===== src/design/tcs_pkg.sv =====
// Package for the text console scrollback engine: sizes, codes, payload and
// controller/datapath interface types. No dependencies.
package tcs_pkg;

    localparam int HISTORY_LINES = 128;
    localparam int LINE_COLS     = 80;
    localparam int TAB_SPACES    = 4;

    localparam int CELL_DEPTH = HISTORY_LINES * LINE_COLS;
    localparam int ADDR_W     = $clog2(CELL_DEPTH);
    localparam int SLOT_W     = (HISTORY_LINES > 1) ? $clog2(HISTORY_LINES) : 1;
    localparam int COL_W      = $clog2(LINE_COLS);
    localparam int CNT_W      = $clog2(HISTORY_LINES + 1);
    localparam int CMP_W      = ((CNT_W > 8) ? CNT_W : 8) + 1;
    localparam int RED_W      = $clog2(HISTORY_LINES + 512) + 2;
    localparam int TAB_W      = $clog2(TAB_SPACES);
    localparam int CELL_W     = 16;

    localparam int CFG_IDX_W  = 1;
    localparam int CFG_DATA_W = 16;
    localparam logic [CFG_IDX_W-1:0] REG_VISIBLE_ROWS   = 1'b0;
    localparam logic [CFG_IDX_W-1:0] REG_CELL_ATTRIBUTE = 1'b1;

    localparam logic [7:0]  VROWS_RESET = 8'd10;
    localparam logic [15:0] ATTR_RESET  = 16'h0F00;

    localparam logic [2:0] OP_WRITE  = 3'd0;
    localparam logic [2:0] OP_UP     = 3'd1;
    localparam logic [2:0] OP_DOWN   = 3'd2;
    localparam logic [2:0] OP_LATEST = 3'd3;
    localparam logic [2:0] OP_READ   = 3'd4;
    localparam logic [2:0] OP_CLEAR  = 3'd5;

    localparam logic [7:0] CH_NL    = 8'h0A;
    localparam logic [7:0] CH_CR    = 8'h0D;
    localparam logic [7:0] CH_TAB   = 8'h09;
    localparam logic [7:0] CH_BS    = 8'h08;
    localparam logic [7:0] CH_SPACE = 8'h20;

    typedef struct packed {
        logic [2:0] opcode;
        logic [7:0] char_byte;
        logic [6:0] window_row;
        logic [6:0] window_col;
    } in_item_t;

    typedef struct packed {
        logic [15:0] cell_value;
        logic [7:0]  scroll_depth;
        logic        is_scrolled;
    } out_item_t;

    typedef enum logic [3:0] {
        S_INIT,
        S_IDLE,
        S_DECODE,
        S_TAB,
        S_NL,
        S_SWEEP,
        S_RD_RED,
        S_RD_CAP,
        S_DONE
    } state_t;

    typedef struct packed {
        logic load_item;
        logic sweep_step;
        logic sweep_init;
        logic clear_state;
        logic glyph;
        logic glyph_space;
        logic nl_fill;
        logic cr;
        logic bs;
        logic up;
        logic down;
        logic latest;
        logic rd_setup;
        logic red_step;
        logic rd_issue;
        logic rd_capture;
        logic out_load;
    } dp_cmd_t;

    typedef struct packed {
        logic [2:0] op;
        logic       is_nl;
        logic       is_cr;
        logic       is_tab;
        logic       is_bs;
        logic       sweep_last;
        logic       col_last;
        logic       in_win;
        logic       red_ok;
        logic       out_free;
    } dp_status_t;

endpackage


===== src/design/tcs_ctrl.sv =====
// Sequencer for the scrollback engine: decodes each transfer and steps the
// datapath through it. Depends on tcs_pkg.
module tcs_ctrl (
    input  logic                aclk,
    input  logic                aresetn,
    input  logic                s_valid,
    output logic                s_ready,
    input  tcs_pkg::dp_status_t status,
    output tcs_pkg::dp_cmd_t    cmd
);

    tcs_pkg::state_t           state_reg, state_next;
    logic [tcs_pkg::TAB_W-1:0] tab_cnt_reg, tab_cnt_next;

    always_ff @(posedge aclk) begin
        if (!aresetn) begin
            state_reg   <= tcs_pkg::S_INIT;
            tab_cnt_reg <= '0;
        end else begin
            state_reg   <= state_next;
            tab_cnt_reg <= tab_cnt_next;
        end
    end

    always_comb begin
        state_next   = state_reg;
        tab_cnt_next = tab_cnt_reg;
        cmd          = '0;
        s_ready      = 1'b0;
        unique case (state_reg)
            tcs_pkg::S_INIT: begin
                cmd.sweep_step = 1'b1;
                cmd.sweep_init = 1'b1;
                if (status.sweep_last) begin
                    state_next = tcs_pkg::S_IDLE;
                end
            end
            tcs_pkg::S_IDLE: begin
                s_ready = 1'b1;
                if (s_valid) begin
                    cmd.load_item = 1'b1;
                    state_next    = tcs_pkg::S_DECODE;
                end
            end
            tcs_pkg::S_DECODE: begin
                state_next = tcs_pkg::S_DONE;
                unique case (status.op)
                    tcs_pkg::OP_WRITE: begin
                        if (status.is_nl) begin
                            cmd.nl_fill = 1'b1;
                            if (!status.col_last) begin
                                state_next = tcs_pkg::S_NL;
                            end
                        end else if (status.is_cr) begin
                            cmd.cr = 1'b1;
                        end else if (status.is_tab) begin
                            cmd.glyph       = 1'b1;
                            cmd.glyph_space = 1'b1;
                            tab_cnt_next    = tcs_pkg::TAB_W'(tcs_pkg::TAB_SPACES - 1);
                            state_next      = tcs_pkg::S_TAB;
                        end else if (status.is_bs) begin
                            cmd.bs = 1'b1;
                        end else begin
                            cmd.glyph = 1'b1;
                        end
                    end
                    tcs_pkg::OP_UP:     cmd.up = 1'b1;
                    tcs_pkg::OP_DOWN:   cmd.down = 1'b1;
                    tcs_pkg::OP_LATEST: cmd.latest = 1'b1;
                    tcs_pkg::OP_READ: begin
                        cmd.rd_setup = 1'b1;
                        state_next   = tcs_pkg::S_RD_RED;
                    end
                    tcs_pkg::OP_CLEAR: begin
                        cmd.clear_state = 1'b1;
                        state_next      = tcs_pkg::S_SWEEP;
                    end
                    default: state_next = tcs_pkg::S_DONE;
                endcase
            end
            tcs_pkg::S_TAB: begin
                cmd.glyph       = 1'b1;
                cmd.glyph_space = 1'b1;
                tab_cnt_next    = tab_cnt_reg - 1'b1;
                if (tab_cnt_reg == tcs_pkg::TAB_W'(1)) begin
                    state_next = tcs_pkg::S_DONE;
                end
            end
            tcs_pkg::S_NL: begin
                cmd.nl_fill = 1'b1;
                if (status.col_last) begin
                    state_next = tcs_pkg::S_DONE;
                end
            end
            tcs_pkg::S_SWEEP: begin
                cmd.sweep_step = 1'b1;
                if (status.sweep_last) begin
                    state_next = tcs_pkg::S_DONE;
                end
            end
            tcs_pkg::S_RD_RED: begin
                if (!status.in_win) begin
                    state_next = tcs_pkg::S_DONE;
                end else if (status.red_ok) begin
                    cmd.rd_issue = 1'b1;
                    state_next   = tcs_pkg::S_RD_CAP;
                end else begin
                    cmd.red_step = 1'b1;
                end
            end
            tcs_pkg::S_RD_CAP: begin
                cmd.rd_capture = 1'b1;
                state_next     = tcs_pkg::S_DONE;
            end
            tcs_pkg::S_DONE: begin
                if (status.out_free) begin
                    cmd.out_load = 1'b1;
                    state_next   = tcs_pkg::S_IDLE;
                end
            end
            default: state_next = tcs_pkg::S_INIT;
        endcase
    end

    a_accept_decodes: assert property (@(posedge aclk) disable iff (!aresetn)
        s_valid && s_ready |=> state_reg == tcs_pkg::S_DECODE)
        else $error("accepted transfer not decoded");

    a_no_mem_clash: assert property (@(posedge aclk) disable iff (!aresetn)
        !(cmd.sweep_step && (cmd.glyph || cmd.nl_fill || cmd.rd_issue)))
        else $error("sweep overlaps another cell access");

    a_tab_finishes: assert property (@(posedge aclk) disable iff (!aresetn)
        state_reg == tcs_pkg::S_TAB && tab_cnt_reg == tcs_pkg::TAB_W'(1)
        |=> state_reg == tcs_pkg::S_DONE)
        else $error("tab expansion overran");

endmodule


===== config.mk =====
export PLATFORM = sky130hd
export DESIGN_NAME = tcs_ctrl
export DESIGN_NICKNAME = d
export VERILOG_FILES = /design/src/design/tcs_pkg.sv /design/src/design/tcs_ctrl.sv
export SDC_FILE = /design/constraint.sdc
export NUM_CORES = 1
export LEC_CHECK = 0
export BUFFER_PORTS_ARGS = -buffer_cell sky130_fd_sc_hd__buf_2
export CORE_MARGIN = 8
export CORE_UTILIZATION = 25
export DETAILED_ROUTE_END_ITERATION = 16
export GPL_TIMING_DRIVEN = 1
export SLEW_MARGIN = 20
export SYNTH_ARGS = -nofsm -noshare
export SYNTH_HDL_FRONTEND = slang
export SYNTH_SLANG_ARGS = --single-unit

===== constraint.sdc =====
create_clock -name aclk -period 2.05 [get_ports aclk]
set_input_delay 0.205 -clock aclk [delete_from_list [all_inputs] [get_ports aclk]]
set_output_delay 0.205 -clock aclk [all_outputs]
set_load 0.02 [all_outputs]

==> impl_metrics.csv, run 1 <==
group,metric,value,unit
critical_path,timing.setup.critical_path_class,"reg2out",
grt,first_global_vias,886,
critical_path,required,1.85,ns
clocking,clk_latency,0.25,ns
grt,met1_usage,11.0,%
yosys,synthTopCellsByArea,"dfxtp_1 15%, o21ai_0 4.5%, nor2_1 4.4%",
timing,hold_viol,0,
route,vias_per_cell,5.16,
grt,grt.met2_usage,14.0,%
run,drv_cap,0,
route,drc_errors,0,
clocking,ctsHoldBuffers,0,
route,wirelength,2320,um
timing,tightest_slew,0.371,ns
critical_path,cp.arrival,1.82,ns
power_and_ir_drop,peakVddDrop,204,uV
yosys,ys_ff_latch,6,
floorplanning,die_h,71.7,um
yosys,yosysTopAreaCell,"dfxtp_1",
grt,grt_use_total,9.08,%
timing,slew_headroom,75.1,%
clocking,clock_sinks,6,
place,routabilityCongestion,0.899,
floorplanning,start_util,25.8,%
timing,finalClockSkew,0.00371,ns
clocking,clk_pin_slew_worst_paths,0.05,ns
critical_path,regToRegSetupSlack,0.27,ns
floorplanning,num_rows,20,
timing,fmax,0.493,GHz
clocking,cts.path.max_buffers,2,
timing,holdWs,0.269,ns
floorplanning,die_area,5140,um2
place,dpl.hpwl,1790,um
place,place_ws,0.245,ns
hold_path,whs_path_depth,3,
cells_and_area,regArea,124,um2
floorplanning,die_w,71.7,um
critical_path,worst-path-buf-inv,1,
cells_and_area,multiInputGateArea,603,um2
cells_and_area,largest_reg_flops,4,
power_and_ir_drop,power_density,802,nW/um2
route,antenna_left,0,
yosys,yosys.area.top_type_share,15.5,%
critical_path,end_kind,"output port",
grt,use_met3,2.37,%
yosys,ys_types,46,
critical_path,crit_fanout,3,
clocking,cts_tree,"done",
cells_and_area,syn_to_final_growth,32.4,%
yosys,synth-seq-area-share,15.5,%
floorplanning,core-area,3000,um2
yosys,synthTopCellsByCount,"9 x nor2_1, 7 x o21ai_0, 6 x a21oi_1, 6 x dfxtp_1, 6 x nand2_1",
grt,busiest_layer,"met2",
yosys,yosys_most_used_dff,"dfxtp_1",
cells_and_area,diodes,0,
yosys,synth.avg_cell_area,7.25,um2
cells_and_area,drive_above_1_share,37.1,%
critical_path,crit_end,"cmd[12]",
clocking,cts_buffers,3,
yosys,yosysMostFrequentCell,"nor2_1",
yosys,synth-edff-count,0,
place,io_buffers,32,
power_and_ir_drop,p_leak,0.490,nW
grt,grt_pass1_wl,3850,um
route,vias,893,
critical_path,cp_slowest_cell,"or4b_4",
critical_path,r2r-end,"state_reg[0]$_SDFFE_PN0P_",
cells_and_area,fillerInstances,334,
hold_path,hp-class,"in2reg",
yosys,syn_inst,107,
timing,fin_ws,0.0234,ns
grt,grt_max_degree,22,
clocking,htree_levels,1,
critical_path,rr_worst_depth,5,
critical_path,r2r_start,"state_reg[1]$_SDFFE_PN0P_",
timing,rsz0062_at_grt,"true",
route,wl_per_cell,13.4,um
cells_and_area,num-nets-final,158,
timing,period_minus_slack,2.03,ns
timing,post-route-period-util,98.9,%
route,first_iter_violations,19,
route,drtPass1Iterations,4,
outcome,status,"finished, final reports clean",
grt,grt-ovfl-total,0,
clocking,cts_root_buf,"clkbuf_4",
critical_path,worstSetupStartpoint,"state_reg[0]$_SDFFE_PN0P_",
yosys,ys_warn_count,0,
critical_path,crit_family,"simple AND/OR/NAND/NOR gates",
timing,slew_viol_final,0,
yosys,syn_area,776,um2
critical_path,slowest_delay,0.57,ns
yosys,synth_nets,123,
critical_path,cp-start-kind,"flop",
floorplanning,ioPinCount,33,
cells_and_area,layout.core_utilization,34.2,%
critical_path,worstPathCellList,"or4b_4, nor3b_4, nand2b_1, o21ai_1, buf_4",
timing,setup_viol,0,
critical_path,crit_cells,5,
yosys,async_reset_ff_share,0,%
grt,grt_antenna_before_repair,0,
-- stage by stage --
step	TNS [ns]	cells	cell area (um2)	power (W)
after floorplan	0	107	776	0.000535
after global placement	0	168	970	0.000675
after detailed placement	0	168	970	0.000685
after CTS	0	172	1010	0.000812
after global routing	-0.120	173	1030	0.000884
final	0	173	1030	0.000824
-- worst min-delay path by stage --
stage / startpoint / to
after CTS: aresetn / tab_cnt_reg[1]$_SDFFE_PN0P_
after floorplan: aresetn / state_reg[2]$_SDFFE_PN0P_
final: aresetn / tab_cnt_reg[1]$_SDFFE_PN0P_
after detailed placement: tab_cnt_reg[1]$_SDFFE_PN0P_ / tab_cnt_reg[1]$_SDFFE_PN0P_
after global placement: tab_cnt_reg[1]$_SDFFE_PN0P_ / tab_cnt_reg[1]$_SDFFE_PN0P_
after global routing: aresetn / tab_cnt_reg[0]$_SDFFE_PN0P_
-- timing repair --
item,in CTS,in global routing
pin swaps,1,4
gates resized for setup,3,4
endpoints found under the setup margin,2,2
setup buffers,1,1
-- report_power, final --
group	internal (W)	total, W	switching, W	leakage [nW]
Combinational	0.000236	0.000555	0.000319	0.426
Clock	0.0000664	0.000113	0.0000463	0.0138
Sequential	0.000145	0.000157	0.0000114	0.0494
-- kinds of logic (layout without fill, tap and decap cells) --
kind of cell               Yosys count  in the layout  synth area share, %
AOI/OAI and AO/OA                   24             24                 19.8
xor gates and xnor gates             1              1                 1.13
adders and majority gates            1              1                 1.61
buffers and inverters               14             47                 8.22
DFF                                  6              6                 15.5
muxes                                4              4                 5.64
and+or+nand+nor                     57             57                 48.1
-- cell type report --
class / count / area share (%)
Sequential cell: 6 / 12.1
Clock buffer: 3 / 2.19
Timing Repair Buffer: 39 / 21.2
Multi-Input combinational cell: 87 / 58.7
Tap cell: 33 / 4.02
Inverter: 5 / 1.83
-- metal layers --
layer	routed length [um]	vias up
met4	59	0
met2	1050	27
met5	0	-
met1	1050	402
li1	-	459
met3	170	5
-- layout by cell type, fill, tap and decap left out, drive strengths merged, types with 2 or more instances in the layout --
| cell | count |
|---|---|
| nor4b | 2 |
| o21ai | 7 |
| nor2 | 9 |
| or4b | 2 |
| inv | 5 |
| nor2b | 2 |
| or3 | 2 |
| mux2 | 3 |
| dfxtp | 6 |
| nand2b | 4 |
| nor3 | 5 |
| nand2 | 6 |
| nand3b | 2 |
| nand3 | 2 |
| buf | 39 |
| and2 | 5 |
| nor3b | 5 |
| clkbuf | 3 |
| a21oi | 6 |
| a31oi | 3 |
| and3 | 3 |
-- worst reg2reg max path: stages (launching register included) --
cell     delay, ns
dfxtp_1       0.30
buf_4         0.19
or4b_1        0.52
a21oi_1       0.22
nor3b_2       0.11
mux2_1        0.32
Power figures use the tool's default switching activity.
==> run 2: changes to the inputs <==
Settings changed: BUFFER_PORTS_ARGS -buffer_cell sky130_fd_sc_hd__buf_2 to unset, DONT_BUFFER_PORTS set to 1, HOLD_SLACK_MARGIN set to 0.05.
==> run 2 against run 1 <==
  * Sequential share of layout area is 1.3 points higher
  * Sequential power is 9% higher
  * Routed wire length fell by 3.8%
  * Flip-flop and latch count stayed put
  * Die area stayed put
  * Worst setup slack gained 0.0026 ns
  * Critical endpoint unchanged
==> impl_metrics.csv, run 2 (synthesis results as in run 1) <==
group,metric,value,unit
timing,slew_viol_final,0,
timing,slew_headroom,72.6,%
clocking,cts_tree,"done",
power_and_ir_drop,peakVddDrop,173,uV
route,vias_per_cell,5.62,
clocking,ctsHoldBuffers,0,
critical_path,required,1.85,ns
hold_path,hp-class,"in2reg",
floorplanning,num_rows,20,
route,first_iter_violations,43,
timing,period_minus_slack,2.02,ns
clocking,cts.path.max_buffers,2,
floorplanning,die_h,71.7,um
cells_and_area,num-nets-final,134,
floorplanning,ioPinCount,33,
grt,grt_max_degree,20,
clocking,cts_root_buf,"clkbuf_4",
critical_path,r2r-end,"state_reg[0]$_SDFFE_PN0P_",
critical_path,cp.arrival,1.82,ns
hold_path,holdCritStartpoint,"aresetn",
run,drv_cap,0,
grt,grt_pass1_wl,3420,um
floorplanning,core-area,3000,um2
clocking,cts_buffers,3,
timing,post-route-period-util,98.7,%
critical_path,cp-start-kind,"flop",
hold_path,whs_path_depth,2,
cells_and_area,diodes,0,
route,drtPass1Iterations,4,
clocking,clk_latency,0.25,ns
clocking,clk_pin_slew_worst_paths,0.05,ns
cells_and_area,mostFrequentLayoutCell,"buf_4",
timing,hold_viol,0,
hold_path,holdPathEnd,"state_reg[2]$_SDFFE_PN0P_",
critical_path,r2r_start,"state_reg[2]$_SDFFE_PN0P_",
route,wirelength,2230,um
cells_and_area,drive_above_1_share,25.0,%
clocking,clock_sinks,6,
power_and_ir_drop,p_leak,0.384,nW
grt,grt_antenna_before_repair,0,
timing,fmax,0.494,GHz
floorplanning,start_util,25.8,%
route,wl_per_cell,15.0,um
grt,first_global_vias,747,
place,dpl.hpwl,1740,um
route,vias,837,
timing,tightest_slew,0.410,ns
timing,setup_viol,0,
route,antenna_left,0,
place,place_ws,0.243,ns
power_and_ir_drop,fin_total_pwr,0.000799,W
grt,grt_use_total,8.10,%
route,drc_errors,0,
cells_and_area,largest_reg_flops,4,
place,io_buffers,0,
timing,fin_ws,0.0260,ns
timing,finalClockSkew,0.00459,ns
clocking,htree_levels,1,
timing,holdWs,0.101,ns
cells_and_area,syn_to_final_growth,19.7,%
critical_path,crit_fanout,9,
power_and_ir_drop,power_density,860,nW/um2
floorplanning,die_area,5140,um2
outcome,status,"finished, final reports clean",
timing,rsz0062_at_grt,"true",
critical_path,rr_worst_depth,5,
critical_path,regToRegSetupSlack,0.27,ns
place,routabilityCongestion,0.845,
floorplanning,die_w,71.7,um
critical_path,end_kind,"output port",
grt,grt-ovfl-total,0,
cells_and_area,final_cell_mix,"15 x buf_4, 9 x nor2_1, 7 x o21ai_0",
clocking,post_cts_buffers,0,
timing,setup_tns,0,ns
critical_path,timing.setup.critical_path_class,"reg2out",
-- run 2: cell type report --
cell class / instances / area (um2)
fillers: 335 / 2070
clock buffers: 3 / 22.5
flip-flops and latches: 6 / 124
inverters: 5 / 18.8
well taps: 33 / 41.3
repair buffers: 15 / 113
multi-input cells: 87 / 609
-- run 2: power breakdown --
group	switching [W]	internal [W]
registers	0.0000249	0.000146
logic	0.000283	0.000232
clock network	0.0000467	0.0000665
total	0.000355	0.000444
-- run 2: metal layers --
metal | up-vias | global-route usage, % | part of all wire (%)
li1 | 417 | - | -
met1 | 381 | 9.48 | 42
met2 | 32 | 11.8 | 46
met3 | 7 | 3.21 | 9.2
met4 | 0 | 5.44 | 2.5
met5 | - | 0 | 0
-- run 2: per-stage QoR --
stage | instances | instance area, um2 | util [%]
2_1_floorplan | 107 | 776 | -
3_3_place_gp | 146 | 885 | 29.5
3_5_place_dp | 146 | 885 | 29.5
4_1_cts | 149 | 915 | 30.5
5_1_grt | 149 | 928 | 30.9
6_report | 149 | 928 | 30.9
-- run 2: worst max-delay path, cell delays in order (launching register included) --
cell and delay (ns):
dfxtp_4 0.36, or4b_4 0.53, nor3b_4 0.22, nand2b_1 0.11
o21ai_0 0.18, buf_4 0.17
-- run 2: worst max path at each step --
| stage | startpoint | to | slack [ns] | depth (start not counted) |
|---|---|---|---|---|
| after floorplan | state_reg[2]$_SDFFE_PN0P_ | cmd[8] | 0.05 | 5 |
| after global placement | state_reg[0]$_SDFFE_PN0P_ | cmd[8] | 0.29 | 5 |
| after detailed placement | state_reg[0]$_SDFFE_PN0P_ | cmd[8] | 0.24 | 5 |
| after CTS | state_reg[0]$_SDFFE_PN0P_ | cmd[8] | 0.001 | 5 |
| after global routing | state_reg[0]$_SDFFE_PN0P_ | cmd[8] | -0.06 | 5 |
| final | state_reg[0]$_SDFFE_PN0P_ | cmd[12] | 0.03 | 5 |
-- run 2: what timing repair did --
| item | 4_1_cts | 5_1_grt |
|---|---|---|
| cloned | 0 | 0 |
| setup endpoints to repair | 1 | 3 |
| pin swaps | 0 | 0 |
| resized for setup | 2 | 3 |
